$ cat src/sv/xlfp_pkg.sv
// ----------------------------------------------------------------------------
// xlfp_pkg
// Shared types, codes and decode functions of the X-frame parser.
// ----------------------------------------------------------------------------
package xlfp_pkg;

  localparam int unsigned StoreDepth = 10;
  localparam int unsigned CountW     = 5;
  localparam int unsigned QueueDepth = 2;

  // Header bytes
  localparam logic [7:0] HdrTurnout   = 8'h43;
  localparam logic [7:0] HdrAccessory = 8'h44;
  localparam logic [7:0] HdrStatus    = 8'h61;
  localparam logic [7:0] HdrStChanged = 8'h62;
  localparam logic [7:0] HdrVersion   = 8'h63;
  localparam logic [7:0] HdrCvResult  = 8'h64;
  localparam logic [7:0] HdrStopped   = 8'h81;
  localparam logic [7:0] HdrLocoInfo  = 8'hef;
  localparam logic [7:0] HdrFirmware  = 8'hf3;

  // Second byte of status frames
  localparam logic [7:0] SubPowerOff  = 8'h00;
  localparam logic [7:0] SubPowerOn   = 8'h01;
  localparam logic [7:0] SubProgMode  = 8'h02;
  localparam logic [7:0] SubShort     = 8'h08;
  localparam logic [7:0] SubCvNackSc  = 8'h12;
  localparam logic [7:0] SubCvNack    = 8'h13;
  localparam logic [7:0] SubUnknown   = 8'h82;

  // Loco address keeps the low six bits of the first data byte
  localparam logic [7:0] LocoAddrMask = 8'h3f;

  typedef enum logic [3:0] {
    ClsNone       = 4'd0,
    ClsTurnout    = 4'd1,
    ClsAccessory  = 4'd2,
    ClsPowerOff   = 4'd3,
    ClsPowerOn    = 4'd4,
    ClsProgMode   = 4'd5,
    ClsShort      = 4'd6,
    ClsCvNackSc   = 4'd7,
    ClsCvNack     = 4'd8,
    ClsUnknownCmd = 4'd9,
    ClsStChanged  = 4'd10,
    ClsVersion    = 4'd11,
    ClsCvResult   = 4'd12,
    ClsStopped    = 4'd13,
    ClsLocoInfo   = 4'd14,
    ClsFirmware   = 4'd15
  } frame_class_e;

  typedef enum logic [1:0] {
    Steps14      = 2'd0,
    Steps28      = 2'd1,
    Steps128     = 2'd2,
    StepsUnknown = 2'd3
  } step_mode_e;

  // Step code in the low bits of the loco status byte
  localparam logic [2:0] StepCode14  = 3'd0;
  localparam logic [2:0] StepCode28  = 3'd2;
  localparam logic [2:0] StepCode128 = 3'd4;

  // One finished frame, bytes past the frame end already zeroed
  typedef struct packed {
    logic [StoreDepth-1:0][7:0] bytes;
    logic                       checksum_ok;
    logic                       long_frame;
  } frame_desc_t;

  typedef struct packed {
    logic push;
  } queue_wr_t;

  function automatic frame_class_e class_of(logic [7:0] hdr, logic [7:0] db0);
    frame_class_e cls;
    cls = ClsNone;
    case (hdr)
      HdrTurnout:   cls = ClsTurnout;
      HdrAccessory: cls = ClsAccessory;
      HdrStatus: begin
        case (db0)
          SubPowerOff: cls = ClsPowerOff;
          SubPowerOn:  cls = ClsPowerOn;
          SubProgMode: cls = ClsProgMode;
          SubShort:    cls = ClsShort;
          SubCvNackSc: cls = ClsCvNackSc;
          SubCvNack:   cls = ClsCvNack;
          SubUnknown:  cls = ClsUnknownCmd;
          default:     cls = ClsNone;
        endcase
      end
      HdrStChanged: cls = ClsStChanged;
      HdrVersion:   cls = ClsVersion;
      HdrCvResult:  cls = ClsCvResult;
      HdrStopped:   cls = ClsStopped;
      HdrLocoInfo:  cls = ClsLocoInfo;
      HdrFirmware:  cls = ClsFirmware;
      default:      cls = ClsNone;
    endcase
    return cls;
  endfunction

  function automatic step_mode_e steps_of(logic [2:0] code);
    step_mode_e s;
    case (code)
      StepCode14:  s = Steps14;
      StepCode28:  s = Steps28;
      StepCode128: s = Steps128;
      default:     s = StepsUnknown;
    endcase
    return s;
  endfunction

endpackage

$ cat src/sv/xlfp_if.sv
// ----------------------------------------------------------------------------
// xlfp_in_if / xlfp_out_if
// Valid/ready channels carrying frame bytes in and parse results out.
// ----------------------------------------------------------------------------
interface xlfp_in_if;
  logic       valid;
  logic       ready;
  logic [7:0] frame_byte;
  logic       last_byte;

  modport source (output valid, frame_byte, last_byte, input ready);
  modport sink   (input valid, frame_byte, last_byte, output ready);
endinterface

interface xlfp_out_if;
  logic        valid;
  logic        ready;
  logic [3:0]  frame_class;
  logic        checksum_ok;
  logic [16:0] address_or_cv;
  logic [7:0]  state_or_value;
  logic        acc_data_ok;
  logic        loco_busy;
  logic [1:0]  step_mode;
  logic        dir_forward;
  logic [6:0]  loco_speed;
  logic        dual_traction;
  logic        search_active;
  logic [31:0] function_bits;

  modport source (
    output valid, frame_class, checksum_ok, address_or_cv, state_or_value, acc_data_ok,
           loco_busy, step_mode, dir_forward, loco_speed, dual_traction,
           search_active, function_bits,
    input  ready
  );
  modport sink (
    input  valid, frame_class, checksum_ok, address_or_cv, state_or_value, acc_data_ok,
           loco_busy, step_mode, dir_forward, loco_speed, dual_traction,
           search_active, function_bits,
    output ready
  );
endinterface

$ cat src/sv/xbus_lan_frame_parser_unit.sv
// ----------------------------------------------------------------------------
// xbus_lan_frame_parser_unit
// X-frame parser with XOR checksum check, classification and field decode.
// ----------------------------------------------------------------------------
// The unit takes one frame byte per cycle on in_i while the queue has room,
// header first and checksum last with last_byte set, and sustains one byte
// per clock across frame boundaries. On the last byte it delivers one result
// on out_o: the frame class, checksum status and the decoded turnout,
// accessory, CV or loco fields. The edge that takes the last byte writes the
// finished frame into a two-entry queue; it is decoded into the output
// register once that register is free or being drained. The queue and output
// register let intake run on while a result waits; intake stalls only when
// both queue entries and the output register are occupied.
module xbus_lan_frame_parser_unit (
  input  logic       clk_i,
  input  logic       rst_ni,
  xlfp_in_if.sink    in_i,
  xlfp_out_if.source out_o
);
  import xlfp_pkg::*;

  queue_wr_t   wr;
  frame_desc_t desc_in;
  frame_desc_t desc_head;
  logic        q_full;
  logic        q_empty;
  logic        q_pop;

  // Intake of byte requests
  xlfp_front u_front (
    .clk_i        (clk_i),
    .rst_ni       (rst_ni),
    .valid_i      (in_i.valid),
    .ready_o      (in_i.ready),
    .frame_byte_i (in_i.frame_byte),
    .last_byte_i  (in_i.last_byte),
    .queue_full_i (q_full),
    .wr_o         (wr),
    .desc_o       (desc_in)
  );

  // Decouple intake from decode
  xlfp_queue u_queue (
    .clk_i   (clk_i),
    .rst_ni  (rst_ni),
    .wr_i    (wr),
    .desc_i  (desc_in),
    .full_o  (q_full),
    .empty_o (q_empty),
    .pop_i   (q_pop),
    .desc_o  (desc_head)
  );

  // Decode and hold the result
  xlfp_back u_back (
    .clk_i   (clk_i),
    .rst_ni  (rst_ni),
    .empty_i (q_empty),
    .desc_i  (desc_head),
    .pop_o   (q_pop),
    .out_o   (out_o)
  );

endmodule

$ cat src/sv/xlfp_front.sv
// ----------------------------------------------------------------------------
// xlfp_front
// Byte intake: running XOR, byte count and capture of the first ten bytes.
// Emits one frame descriptor on the marked last byte.
// ----------------------------------------------------------------------------
module xlfp_front (
  input  logic                  clk_i,
  input  logic                  rst_ni,
  input  logic                  valid_i,
  output logic                  ready_o,
  input  logic [7:0]            frame_byte_i,
  input  logic                  last_byte_i,
  input  logic                  queue_full_i,
  output xlfp_pkg::queue_wr_t   wr_o,
  output xlfp_pkg::frame_desc_t desc_o
);
  import xlfp_pkg::*;

  localparam logic [CountW-1:0] CountMax   = {CountW{1'b1}};
  localparam logic [CountW-1:0] CountStore = CountW'(StoreDepth);

  logic [CountW-1:0]          count_q, count_d;
  logic [7:0]                 xor_q, xor_d;
  logic [StoreDepth-1:0][7:0] store_q;
  logic                       take;
  logic [7:0]                 xor_all;

  // Accept a request whenever the queue has room
  assign ready_o = !queue_full_i;
  assign take    = valid_i && ready_o;
  assign xor_all = xor_q ^ frame_byte_i;

  // Advance count and XOR; clear both at frame end
  always_comb begin
    count_d = count_q;
    xor_d   = xor_q;
    if (take) begin
      if (last_byte_i) begin
        count_d = '0;
        xor_d   = '0;
      end else begin
        xor_d = xor_all;
        if (count_q != CountMax) begin
          count_d = count_q + CountW'(1);
        end
      end
    end
  end

  always_ff @(posedge clk_i or negedge rst_ni) begin
    if (!rst_ni) begin
      count_q <= '0;
      xor_q   <= '0;
    end else begin
      count_q <= count_d;
      xor_q   <= xor_d;
    end
  end

  // Capture the first ten bytes of the frame
  always_ff @(posedge clk_i) begin
    if (take && count_q < CountStore) begin
      store_q[count_q[3:0]] <= frame_byte_i;
    end
  end

  // Build descriptor: stored bytes, the current byte, zero past the end
  always_comb begin
    for (int i = 0; i < StoreDepth; i++) begin
      if (CountW'(i) < count_q) begin
        desc_o.bytes[i] = store_q[i];
      end else if (CountW'(i) == count_q) begin
        desc_o.bytes[i] = frame_byte_i;
      end else begin
        desc_o.bytes[i] = '0;
      end
    end
    desc_o.checksum_ok = (xor_all == 8'h00);
    desc_o.long_frame  = (count_q >= CountStore);
  end

  assign wr_o.push = take && last_byte_i;

endmodule

$ cat src/sv/xlfp_queue.sv
// ----------------------------------------------------------------------------
// xlfp_queue
// Two-entry queue of frame descriptors between intake and decode.
// ----------------------------------------------------------------------------
module xlfp_queue (
  input  logic                  clk_i,
  input  logic                  rst_ni,
  input  xlfp_pkg::queue_wr_t   wr_i,
  input  xlfp_pkg::frame_desc_t desc_i,
  output logic                  full_o,
  output logic                  empty_o,
  input  logic                  pop_i,
  output xlfp_pkg::frame_desc_t desc_o
);
  import xlfp_pkg::*;

  localparam int unsigned PtrW = $clog2(QueueDepth);
  localparam int unsigned CntW = $clog2(QueueDepth + 1);

  frame_desc_t           mem_q [QueueDepth];
  logic [PtrW-1:0]       wr_ptr_q, rd_ptr_q;
  logic [CntW-1:0]       cnt_q, cnt_d;
  logic                  do_push, do_pop;

  assign full_o  = (cnt_q == CntW'(QueueDepth));
  assign empty_o = (cnt_q == '0);
  assign do_push = wr_i.push && !full_o;
  assign do_pop  = pop_i && !empty_o;
  assign desc_o  = mem_q[rd_ptr_q];

  // Track occupancy
  always_comb begin
    cnt_d = cnt_q;
    if (do_push && !do_pop) begin
      cnt_d = cnt_q + CntW'(1);
    end else if (do_pop && !do_push) begin
      cnt_d = cnt_q - CntW'(1);
    end
  end

  always_ff @(posedge clk_i or negedge rst_ni) begin
    if (!rst_ni) begin
      wr_ptr_q <= '0;
      rd_ptr_q <= '0;
      cnt_q    <= '0;
    end else begin
      cnt_q <= cnt_d;
      if (do_push) begin
        wr_ptr_q <= (wr_ptr_q == PtrW'(QueueDepth - 1)) ? '0 : wr_ptr_q + PtrW'(1);
      end
      if (do_pop) begin
        rd_ptr_q <= (rd_ptr_q == PtrW'(QueueDepth - 1)) ? '0 : rd_ptr_q + PtrW'(1);
      end
    end
  end

  // Hold descriptor payload
  always_ff @(posedge clk_i) begin
    if (do_push) begin
      mem_q[wr_ptr_q] <= desc_i;
    end
  end

  a_cnt_bound : assert property (@(posedge clk_i) disable iff (!rst_ni)
    cnt_q <= CntW'(QueueDepth))
    else $error("queue occupancy past depth");

  a_no_overflow : assert property (@(posedge clk_i) disable iff (!rst_ni)
    wr_i.push |-> !full_o)
    else $error("frame pushed into a full queue");

endmodule

$ cat src/sv/xlfp_back.sv
// ----------------------------------------------------------------------------
// xlfp_back
// Frame decode: classifies a descriptor, extracts its fields and holds the
// result in an output register until taken.
// ----------------------------------------------------------------------------
module xlfp_back (
  input  logic                  clk_i,
  input  logic                  rst_ni,
  input  logic                  empty_i,
  input  xlfp_pkg::frame_desc_t desc_i,
  output logic                  pop_o,
  xlfp_out_if.source            out_o
);
  import xlfp_pkg::*;

  logic         valid_q;
  frame_class_e cls;
  logic [7:0]   b0, b1, b2, b3, b4, b5;

  logic [3:0]  cls_d, cls_q;
  logic        ok_d, ok_q;
  logic [16:0] addr_d, addr_q;
  logic [7:0]  state_d, state_q;
  logic        dvalid_d, dvalid_q;
  logic        busy_d, busy_q;
  logic [1:0]  steps_d, steps_q;
  logic        dir_d, dir_q;
  logic [6:0]  speed_d, speed_q;
  logic        dtrac_d, dtrac_q;
  logic        search_d, search_q;
  logic [31:0] fn_d, fn_q;

  assign b0 = desc_i.bytes[0];
  assign b1 = desc_i.bytes[1];
  assign b2 = desc_i.bytes[2];
  assign b3 = desc_i.bytes[3];
  assign b4 = desc_i.bytes[4];
  assign b5 = desc_i.bytes[5];
  assign cls = desc_i.checksum_ok ? class_of(b0, b1) : ClsNone;

  // Take the next frame when the output register is free or being drained
  assign pop_o = !empty_i && (!valid_q || out_o.ready);

  // Extract class-specific fields, zero elsewhere
  always_comb begin
    cls_d    = cls;
    ok_d     = desc_i.checksum_ok;
    addr_d   = '0;
    state_d  = '0;
    dvalid_d = 1'b0;
    busy_d   = 1'b0;
    steps_d  = '0;
    dir_d    = 1'b0;
    speed_d  = '0;
    dtrac_d  = 1'b0;
    search_d = 1'b0;
    fn_d     = '0;
    case (cls)
      ClsTurnout: begin
        addr_d  = {1'b0, b1, b2};
        state_d = {6'b0, b3[1:0]};
      end
      ClsAccessory: begin
        addr_d   = {1'b0, b1, b2};
        state_d  = b3;
        dvalid_d = (b4 == 8'h00);
      end
      ClsCvResult: begin
        addr_d  = {1'b0, b2, b3} + 17'd1;
        state_d = b4;
      end
      ClsLocoInfo: begin
        addr_d   = {1'b0, b1 & LocoAddrMask, b2};
        busy_d   = b3[3];
        steps_d  = steps_of(b3[2:0]);
        dir_d    = b4[7];
        speed_d  = b4[6:0];
        dtrac_d  = b5[6];
        search_d = b5[5];
        fn_d     = {desc_i.long_frame ? desc_i.bytes[9][2:0] : 3'b000,
                    desc_i.bytes[8], desc_i.bytes[7], desc_i.bytes[6],
                    b5[3:0], b5[4]};
      end
      default: begin
      end
    endcase
  end

  always_ff @(posedge clk_i or negedge rst_ni) begin
    if (!rst_ni) begin
      valid_q <= 1'b0;
    end else if (pop_o) begin
      valid_q <= 1'b1;
    end else if (out_o.ready) begin
      valid_q <= 1'b0;
    end
  end

  // Load the result register on pop
  always_ff @(posedge clk_i) begin
    if (pop_o) begin
      cls_q    <= cls_d;
      ok_q     <= ok_d;
      addr_q   <= addr_d;
      state_q  <= state_d;
      dvalid_q <= dvalid_d;
      busy_q   <= busy_d;
      steps_q  <= steps_d;
      dir_q    <= dir_d;
      speed_q  <= speed_d;
      dtrac_q  <= dtrac_d;
      search_q <= search_d;
      fn_q     <= fn_d;
    end
  end

  assign out_o.valid          = valid_q;
  assign out_o.frame_class    = cls_q;
  assign out_o.checksum_ok    = ok_q;
  assign out_o.address_or_cv  = addr_q;
  assign out_o.state_or_value = state_q;
  assign out_o.acc_data_ok    = dvalid_q;
  assign out_o.loco_busy      = busy_q;
  assign out_o.step_mode      = steps_q;
  assign out_o.dir_forward    = dir_q;
  assign out_o.loco_speed     = speed_q;
  assign out_o.dual_traction  = dtrac_q;
  assign out_o.search_active  = search_q;
  assign out_o.function_bits  = fn_q;

  a_class_needs_ok : assert property (@(posedge clk_i) disable iff (!rst_ni)
    (valid_q && cls_q != ClsNone) |-> ok_q)
    else $error("frame classed despite bad checksum");

  a_bad_frame_zero : assert property (@(posedge clk_i) disable iff (!rst_ni)
    (valid_q && !ok_q) |-> (addr_q == '0 && state_q == '0 && fn_q == '0))
    else $error("bad-checksum result carries field data");

  a_fn_only_loco : assert property (@(posedge clk_i) disable iff (!rst_ni)
    (valid_q && cls_q != ClsLocoInfo) |-> (fn_q == '0 && speed_q == '0))
    else $error("loco fields set on a non-loco frame");

endmodule

$ cat src/flat_wrapper.sv
// flat-port wrapper written by rule: the top's interface ports become plain ports
module xbus_lan_frame_parser_unit_flat import xlfp_pkg::*;
  (clk_i, rst_ni, in_i_valid, in_i_frame_byte, in_i_last_byte, in_i_ready, out_o_valid, out_o_frame_class, out_o_checksum_ok, out_o_address_or_cv, out_o_state_or_value, out_o_acc_data_ok, out_o_loco_busy, out_o_step_mode, out_o_dir_forward, out_o_loco_speed, out_o_dual_traction, out_o_search_active, out_o_function_bits, out_o_ready);
  xlfp_in_if in_i_i ();
  xlfp_out_if out_o_i ();
  input  logic clk_i;
  input  logic rst_ni;
  input wire logic [$bits(in_i_i.valid)-1:0] in_i_valid;
  input wire logic [$bits(in_i_i.frame_byte)-1:0] in_i_frame_byte;
  input wire logic [$bits(in_i_i.last_byte)-1:0] in_i_last_byte;
  output wire logic [$bits(in_i_i.ready)-1:0] in_i_ready;
  output wire logic [$bits(out_o_i.valid)-1:0] out_o_valid;
  output wire logic [$bits(out_o_i.frame_class)-1:0] out_o_frame_class;
  output wire logic [$bits(out_o_i.checksum_ok)-1:0] out_o_checksum_ok;
  output wire logic [$bits(out_o_i.address_or_cv)-1:0] out_o_address_or_cv;
  output wire logic [$bits(out_o_i.state_or_value)-1:0] out_o_state_or_value;
  output wire logic [$bits(out_o_i.acc_data_ok)-1:0] out_o_acc_data_ok;
  output wire logic [$bits(out_o_i.loco_busy)-1:0] out_o_loco_busy;
  output wire logic [$bits(out_o_i.step_mode)-1:0] out_o_step_mode;
  output wire logic [$bits(out_o_i.dir_forward)-1:0] out_o_dir_forward;
  output wire logic [$bits(out_o_i.loco_speed)-1:0] out_o_loco_speed;
  output wire logic [$bits(out_o_i.dual_traction)-1:0] out_o_dual_traction;
  output wire logic [$bits(out_o_i.search_active)-1:0] out_o_search_active;
  output wire logic [$bits(out_o_i.function_bits)-1:0] out_o_function_bits;
  input wire logic [$bits(out_o_i.ready)-1:0] out_o_ready;
  assign in_i_i.valid = in_i_valid;
  assign in_i_i.frame_byte = in_i_frame_byte;
  assign in_i_i.last_byte = in_i_last_byte;
  assign in_i_ready = in_i_i.ready;
  assign out_o_valid = out_o_i.valid;
  assign out_o_frame_class = out_o_i.frame_class;
  assign out_o_checksum_ok = out_o_i.checksum_ok;
  assign out_o_address_or_cv = out_o_i.address_or_cv;
  assign out_o_state_or_value = out_o_i.state_or_value;
  assign out_o_acc_data_ok = out_o_i.acc_data_ok;
  assign out_o_loco_busy = out_o_i.loco_busy;
  assign out_o_step_mode = out_o_i.step_mode;
  assign out_o_dir_forward = out_o_i.dir_forward;
  assign out_o_loco_speed = out_o_i.loco_speed;
  assign out_o_dual_traction = out_o_i.dual_traction;
  assign out_o_search_active = out_o_i.search_active;
  assign out_o_function_bits = out_o_i.function_bits;
  assign out_o_i.ready = out_o_ready;
  xbus_lan_frame_parser_unit u_core (.clk_i(clk_i), .rst_ni(rst_ni), .in_i(in_i_i), .out_o(out_o_i));
endmodule
$ cat config.mk
export PLATFORM = sky130hd
export DESIGN_NAME = xbus_lan_frame_parser_unit_flat
export DESIGN_NICKNAME = d
export VERILOG_FILES = /design/src/sv/xlfp_pkg.sv /design/src/sv/xlfp_if.sv /design/src/sv/xbus_lan_frame_parser_unit.sv /design/src/sv/xlfp_front.sv /design/src/sv/xlfp_queue.sv /design/src/sv/xlfp_back.sv /design/src/flat_wrapper.sv
export SDC_FILE = /design/constraint.sdc
export NUM_CORES = 1
export LEC_CHECK = 0
export BUFFER_PORTS_ARGS = -buffer_cell sky130_fd_sc_hd__clkbuf_2
export CORE_UTILIZATION = 60
export DETAILED_ROUTE_END_ITERATION = 8
export GPL_TIMING_DRIVEN = 0
export PLACE_DENSITY_LB_ADDON = 0.25
export SLEW_MARGIN = 30
export SYNTH_ARGS = -nofsm -noshare
export SYNTH_HDL_FRONTEND = slang
export SYNTH_SLANG_ARGS = --single-unit
$ cat constraint.sdc
create_clock -name clk_i -period 5 [get_ports clk_i]
set_input_delay 1 -clock clk_i [delete_from_list [all_inputs] [get_ports clk_i]]
set_output_delay 1 -clock clk_i [all_outputs]
set_load 0.01 [all_outputs]
Word-level counts from Yosys, hierarchy flattened. Memory sizes are Yosys's and may differ from the RTL's. Index checks and enable logic that the tools add are counted.

Output and inout bits: 78. Memories: 1. Bits in writable memories: 164. Input bits: 13. Flip-flop bits (word level): 174.

Memories: u_core.u_queue.mem_q (words 2, width 82, read ports 1, clocked after Yosys merged registers in 0, wr ports 1, RTL line xlfp_queue.sv:20) `frame_desc_t mem_q [QueueDepth];`.

Equality and inequality tests: 32. Add/sub/neg operators: 6. Reductions and logical operators: 27. Mux-type cells: 40. Magnitude comparators: 14. Bitwise gates (word level): 1.

Operator list (count): two-way mux 8 bit (22); bitwise mux 80 bit (1); one-hot mux 17 bit (3 select lines) (1); equality test 8 x 7 -> 1 bit (second input constant) (6); one-hot mux 4 bit (9 select lines) (1); demux 8 bit (select 4 bit) (1); equality test 8 bit (second input constant) (4); one-hot mux 4 bit (7 select lines) (1); logical NOT 8 bit (3); one-hot mux 8 bit (3 select lines) (1); equality test 3 x 5 -> 1 bit (first input constant) (4); less-than comparator 3 x 5 -> 1 bit (first input constant) (4); adder 16 x 1 -> 17 bit (second input constant) (1); equality test 8 x 5 -> 1 bit (second input constant) (2); equality test 2 x 5 -> 1 bit (first input constant) (2); equality test 4 x 5 -> 1 bit (first input constant) (2); less-than comparator 1 x 5 -> 1 bit (first input constant) (2); less-than comparator 2 x 5 -> 1 bit (first input constant) (2); less-than comparator 4 x 5 -> 1 bit (first input constant) (2); two-way mux 5 bit (2); logical AND 1 bit (9); equality test 4 bit (second input constant) (2); equality test 8 x 1 -> 1 bit (second input constant) (1); equality test 8 x 2 -> 1 bit (second input constant) (1); other kinds (29) (43).

Logic depth before layout (Yosys ltp).
Word-level depth: 9. Mapped depth: 14.

Hierarchy. A second synthesis with hierarchy kept.

Cells, all modules: 941. Area, all modules: 14585.2 µm².

By module, submodules not included: xlfp_queue (cells an instance 274, area each 6463.7 µm², instances 1); xlfp_front (cells an instance 394, area each 4520.6 µm², instances 1); xlfp_back (cells an instance 273, area each 3601.0 µm², instances 1).

Worst setup path after synthesis. OpenSTA, ideal clock, no wires.

Path type: input -> register. Start: input port in_i_last_byte. End: memory u_core.u_queue.mem_q[0][0] (netlist bit) (enable). Path buffers: 1. Stages: 3. Setup slack: -0.038 ns. Data required time: 4.489 ns. Library setup time: 0.511 ns. Data arrival time: 4.527 ns. Path through: clkbuf_1 > nand2_1 > nor2_1.

Word-level cells in the longest chain between the ends: 4.

Ends and longest elaborated chain: from (decl) (RTL line flat_wrapper.sv:10) `input wire logic [$bits(in_i_i.last_byte)-1:0] in_i_last_byte;`; logical AND 1 bit (RTL line xlfp_front.sv:82) `assign wr_o.push = take && last_byte_i;`; logical AND 1 bit (RTL line xlfp_queue.sv:27) `assign do_push = wr_i.push && !full_o;`; two-way mux 1 bit (RTL line xlfp_queue.sv:59) `if (do_push) begin`; two-way mux 1 bit (not written as such) (RTL line xlfp_queue.sv:60) `mem_q[wr_ptr_q] <= desc_i;`; to (decl) (RTL line xlfp_queue.sv:20).

No other way between the ends.

Worst setup path after layout.
Start: register u_core.u_queue.rd_ptr_q. End: register u_core.u_back.addr_q[9], in the netlist u_core.u_back.out_o.address_or_cv[9], data pin.

Word-level cells in the longest chain between the ends: 8.

Ends and longest elaborated chain: from (decl) (RTL line xlfp_queue.sv:21) `logic [PtrW-1:0] wr_ptr_q, rd_ptr_q;`; from (signal assigned) (RTL line xlfp_queue.sv:52) `rd_ptr_q <= (rd_ptr_q == PtrW'(QueueDepth - 1)) ? '0 : rd_ptr_q + PtrW'(1);`; memory (2 x 82 bit) (*); equality test 8 bit (tied with other cells) (RTL line xlfp_pkg.sv:83) `case (db0)`; one-hot mux 4 bit (7 select lines) (RTL line xlfp_pkg.sv:83); one-hot mux 4 bit (9 select lines) (RTL line xlfp_pkg.sv:79) `case (hdr)`; two-way mux 4 bit (*) (RTL line xlfp_back.sv:39) `assign cls = desc_i.checksum_ok ? class_of(b0, b1) : ClsNone;`; net u_core.u_back.cls[2] (RTL line xlfp_back.sv:17) `frame_class_e cls;`; equality test 4 x 2 -> 1 bit or equality test 4 x 1 -> 1 bit (tied branches) (RTL line xlfp_back.sv:58) `case (cls)`; OR reduction 2 bit (no source line); one-hot mux 17 bit (3 select lines) (*) (RTL line xlfp_back.sv:58); to (signal assigned) (RTL line xlfp_back.sv:104) `addr_q <= addr_d;`; to (decl) (RTL line xlfp_back.sv:22) `logic [16:0] addr_d, addr_q;`.

Mark *: on every way through the listed nets, which the timed path passes. The rest lies on a longest branch. A chain may end at the register's enable or synchronous reset.

==> qor_table.md <==
| Step | Parameter | Reported |
|:---|:---|:---|
| route | Wire length per cell | 20.53 microns |
| place | Count of buffers inserted at the top-level ports | 90 |
| final layout | Post-Layout Cell Count | 1364 |
| sta | Final hold violation count | 0 |
| cts | Hold buffers post-CTS | 0 |
| cts | Total of cells resized after clock tree synthesis | 0 |
| sta | Setup violation total in the final timing report | 0 |
| yosys | Post-Synthesis Cells | 931 |
| sta | Slew at the pin closest to its max-slew limit | 0.9290 ns |
| route | Count of routing violations after the opening detailed-route iteration | 822 |
| final layout | Nets | 1086 |
| worst setup path | R2r endpoint | u_core.u_back.out_o.address_or_cv[9]$_SDFFCE_PN0P_ |
| cts | Clock Latency Late Sink | 0.51 ns |
| pwr | Largest voltage drop on the vdd net | 0.0003039 V |
| final layout | Fraction of final layout cells sized beyond drive strength 1 | 17.16% |
| worst setup path | Worst-case reg-to-reg path depth | 12 |
| route | Via count | 8269 |
| place | Post-detailed-placement half-perimeter wirelength | 18930 microns |
| worst setup path | Startpoint type of the worst setup path | register |
| outcome | Failing checks | DRC |
| final layout | Cell area after layout | 0.01554 sq mm |
| worst setup path | Reg2Reg Launch Point | u_core.u_queue.rd_ptr_q$_DFFE_PN0P_ |
| route | Wire length after detailed routing | 28010 microns |
| cts | TritonCTS clock tree | built |
| cts | Deepest level of the CTS H-tree | 2 |
| cts | Clock root buffer | sky130_fd_sc_hd__clkbuf_16 |
| cts | Total clock buffers created by CTS | 34 |
| pwr | Power density relative to cell area | 541.8 mW/mm^2 |
| floorplanning | Count of boundary I/O pins | 91 |
| worst setup path | Crit path max-delay cell type | sky130_fd_sc_hd__dfrtp_1 |
| sta | Max Transition Viols Final | 0 |
| place | Routability cong. | 0.8678 |
| yosys | Register bit count reported by yosys | 320 |
| sta | Post-Route Skew | 0.01064 ns |
| route | Number of antenna-violating nets in the routed design | 0 |
| global routing | Global route overflow | 0 |
| floorplanning | Die H | 152.0 microns |
| global routing | Total routing usage reported by global routing | 24.75% |
| yosys | Netlist area before placement | 0.01350 sq mm |
| global routing | Maximum number of pins on one net before global-route repair | 59 |
| yosys | Number of flops mapped to enable cells by yosys | 302 |
| floorplanning | Initial Utilization | 61.48% |
| yosys | Asr flop ratio synth | 5.625% |
| final layout | Filler cell count in the final layout | 1412 |
| outcome | Result of the run | finished, violations left |
| sta | Highest Clock Rate | 0.3013 GHz |
| sta | Crit path time final | 3.319 ns |
| worst setup path | Critical path start-end classification | reg2reg |
| worst setup path | Critical path's largest stage delay | 0.41 ns |
| yosys | Most frequently used cell type in the post-synthesis netlist | sky130_fd_sc_hd__edfxtp_1 |
| final layout | Area of combinational cells with multiple inputs | 0.003694 sq mm |
| min path | Hold crit path type | in2async |
| yosys | Post-synthesis cell type count | 66 |
| place | Cell count after placement | 1307 |
| yosys | Synthesized area divided by synthesized cell count | 14.50 sq um |
| worst setup path | Maximum fanout along the worst path | 10 |
| sta | Slack of the critical path | 1.681 ns |
| worst setup path | Cells traversed along the worst timing path | buf_6 > buf_6 > buf_6 > mux2i_1 > nand3b_1 > a211oi_1 > o21ai_1 > a21boi_4 > nand4b_4 > o41a_1 > buf_6 > o22ai_1 |
| yosys | Largest cells by area after synthesis | sky130_fd_sc_hd__edfxtp_1 67%, sky130_fd_sc_hd__mux2i_1 4.4%, sky130_fd_sc_hd__dfrtp_1 3.3%, sky130_fd_sc_hd__a22o_1 2.4%, sky130_fd_sc_hd__nand2_1 2.0% |
| floorplanning | Overall die width | 152.0 microns |
| global routing | First-pass GRT wire length | 43490 microns |
| floorplanning | Core footprint | 0.02196 sq mm |
| pwr | Static leakage power | 5.665 nW |
| yosys | Synth top area share | 67.18% |
| route | Number of iterations in the first detailed-routing pass | 9 |
| sta | Slew margin rel. | 37.55% |
| yosys | Library cell occupying the most area in the post-synthesis netlist | sky130_fd_sc_hd__edfxtp_1 |
| flow run | # Max-Cap Violations | 0 |
| worst setup path | Slack of the worst reg-to-reg path | 1.68 ns |
| worst setup path | WP data required | 5.33 ns |
| global routing | Antenna violations before repair | 0 |
| place | Post-placement cell area | 0.01450 sq mm |
| final layout | Storage element area | 0.009519 sq mm |
| place | Pre-CTS setup slack | 1.730 ns |
| sta | Final Cycle Share | 66.37% |
| route | Vias per inst | 6.062 |
| yosys | Sequential cell area fraction in the yosys report | 70.52% |
| worst setup path | Cell type with the highest occurrence count on the critical path | sky130_fd_sc_hd__buf_6 |
| route | DRC viols | 16 |
| global routing | Via count of the first global-routing pass | 8049 |
| sta | RSZ-0062 raised after global routing | no |
| worst setup path | CP endpoint kind | register |
| floorplanning | Count of standard-cell rows | 54 |
| cts | Number of setup buffers added after CTS | 0 |
| yosys | Cell types with the highest counts after synthesis | 302 x sky130_fd_sc_hd__edfxtp_1, 73 x sky130_fd_sc_hd__nand2_1, 72 x sky130_fd_sc_hd__nor2_1 |
| cts | CTS sink count | 320 |
| cts | Clock transition at the registers of the reported paths | 0.06 ns |
| cts | Clock buffer depth | 3 |
| yosys | Count of yosys warnings during synthesis | 0 |
| floorplanning | Total Die Area | 0.02310 sq mm |
| yosys | Main flop type after synthesis | sky130_fd_sc_hd__edfxtp_1 |
| final layout | Area Overhead vs Synth | 15.14% |
| final layout | Count of antenna diodes in the layout | 0 |
| yosys | Net count after synthesis | 954 |
| worst setup path | Signal arrival time at the worst endpoint | 3.65 ns |
worst max path at each step:
| stage | start | endpoint | slack (ns) | depth (start not counted) |
|---|---|---|---|---|
| finish | u_core.u_queue.rd_ptr_q$_DFFE_PN0P_ | u_core.u_back.out_o.address_or_cv[9]$_SDFFCE_PN0P_ | 1.68 | 12 |
| global route | u_core.u_queue.rd_ptr_q$_DFFE_PN0P_ | u_core.u_back.out_o.address_or_cv[12]$_SDFFCE_PN0P_ | 1.43 | 14 |
| CTS | u_core.u_queue.rd_ptr_q$_DFFE_PN0P_ | u_core.u_back.out_o.address_or_cv[8]$_SDFFCE_PN0P_ | 1.71 | 13 |
| global placement | in_i_last_byte | u_core.u_queue.mem_q[0][39]$_DFFE_PP_ | -0.15 | 4 |
| detailed placement | u_core.u_queue.rd_ptr_q$_DFFE_PN0P_ | u_core.u_back.out_o.address_or_cv[8]$_SDFFCE_PN0P_ | 1.73 | 13 |
| floorplan | in_i_last_byte | u_core.u_queue.mem_q[0][0]$_DFFE_PP_ | 1.24 | 3 |
cells in the final DEF (no fill, tap or decap), drive strengths merged, types with 4 or more instances in the layout:
| master | count |
|---|---|
| a21oi | 15 |
| a22o | 37 |
| a22oi | 5 |
| a31oi | 6 |
| and2 | 12 |
| and3 | 5 |
| buf | 24 |
| clkbuf | 163 |
| clkinv | 8 |
| dfrtp | 18 |
| edfxtp | 302 |
| ha | 10 |
| inv | 28 |
| mux2 | 5 |
| mux2i | 62 |
| nand2 | 73 |
| nand2b | 10 |
| nand3 | 22 |
| nand3b | 8 |
| nor2 | 72 |
| nor2b | 4 |
| nor3 | 24 |
| nor3b | 4 |
| nor4 | 12 |
| o21ai | 36 |
| o22ai | 27 |
| o31ai | 16 |
| or3 | 7 |
| or4 | 4 |
| xnor2 | 22 |
| xor2 | 6 |
cells by family after synthesis:
family | count (synthesis) | synth area share (%)
adders and majority gates | 11 | 1.010
muxes | 67 | 5.163
DFF | 320 | 70.52
xor gates and xnor gates | 28 | 1.817
and+or+nand+nor | 274 | 10.40
AOI/OAI and AO/OA | 158 | 8.694
buffers and inverters | 73 | 2.401
area by class of cell:
class                   instances  area share, %
clock inverters                11         0.5474
clock buffers                  46          6.175
plain buffers                  45          1.409
multi-input cells             538          23.76
repair buffers                 96          3.912
well taps                     280          2.254
flip-flops and latches        320          61.25
inverters                      28         0.6923
critical path, delay by kind of cell (launching register included):
| family | cells | cell delay [ns] |
|---|---|---|
| simple gates | 2 | 0.41 |
| mux | 1 | 0.39 |
| compound gates | 5 | 1.20 |
| flops | 1 | 0.41 |
| buf+inv | 4 | 0.70 |
stage by stage:
step	power, mW	util [%]	hold WS, ns	TNS, ns
final	8.421	70.78	0.4370	0
after global routing	8.784	70.78	0.4661	0
after CTS	8.457	70.78	0.4401	0
after detailed placement	6.115	66.02	0.4835	0
after global placement	6.004	65.13	0.4914	-11.09
after floorplan	5.354	-	0.4788	0
report_power, final:
group / total, mW / leakage, nW / switching, mW / internal (mW)
sequential: 3.81 / 3.09 / 0.203 / 3.61
combinational: 2.26 / 2.07 / 1.44 / 0.820
clock: 2.35 / 0.506 / 0.958 / 1.40
total: 8.42 / 5.67 / 2.60 / 5.82
layer usage:
layer | GRT usage (%) | share of wire (%)
met4 | 11.18 | 3.5
met2 | 38.89 | 47
met5 | 0 | 0
met3 | 5.819 | 9.3
met1 | 33.23 | 41
state kept, by name, indices dropped and copies added (netlist names), 4 cells and up:
signal / count
u_core.u_back.out_o.frame_class: 4
u_core.u_back.out_o.state_or_value: 8
u_core.u_queue.mem_q: 152
u_core.u_front.count_q: 5
u_core.u_back.out_o.loco_speed: 7
u_core.u_back.out_o.function_bits: 32
u_core.u_front.xor_q: 8
u_core.u_back.out_o.address_or_cv: 17
u_core.u_front.store_q: 74
(Power assumes the default switching activity.)
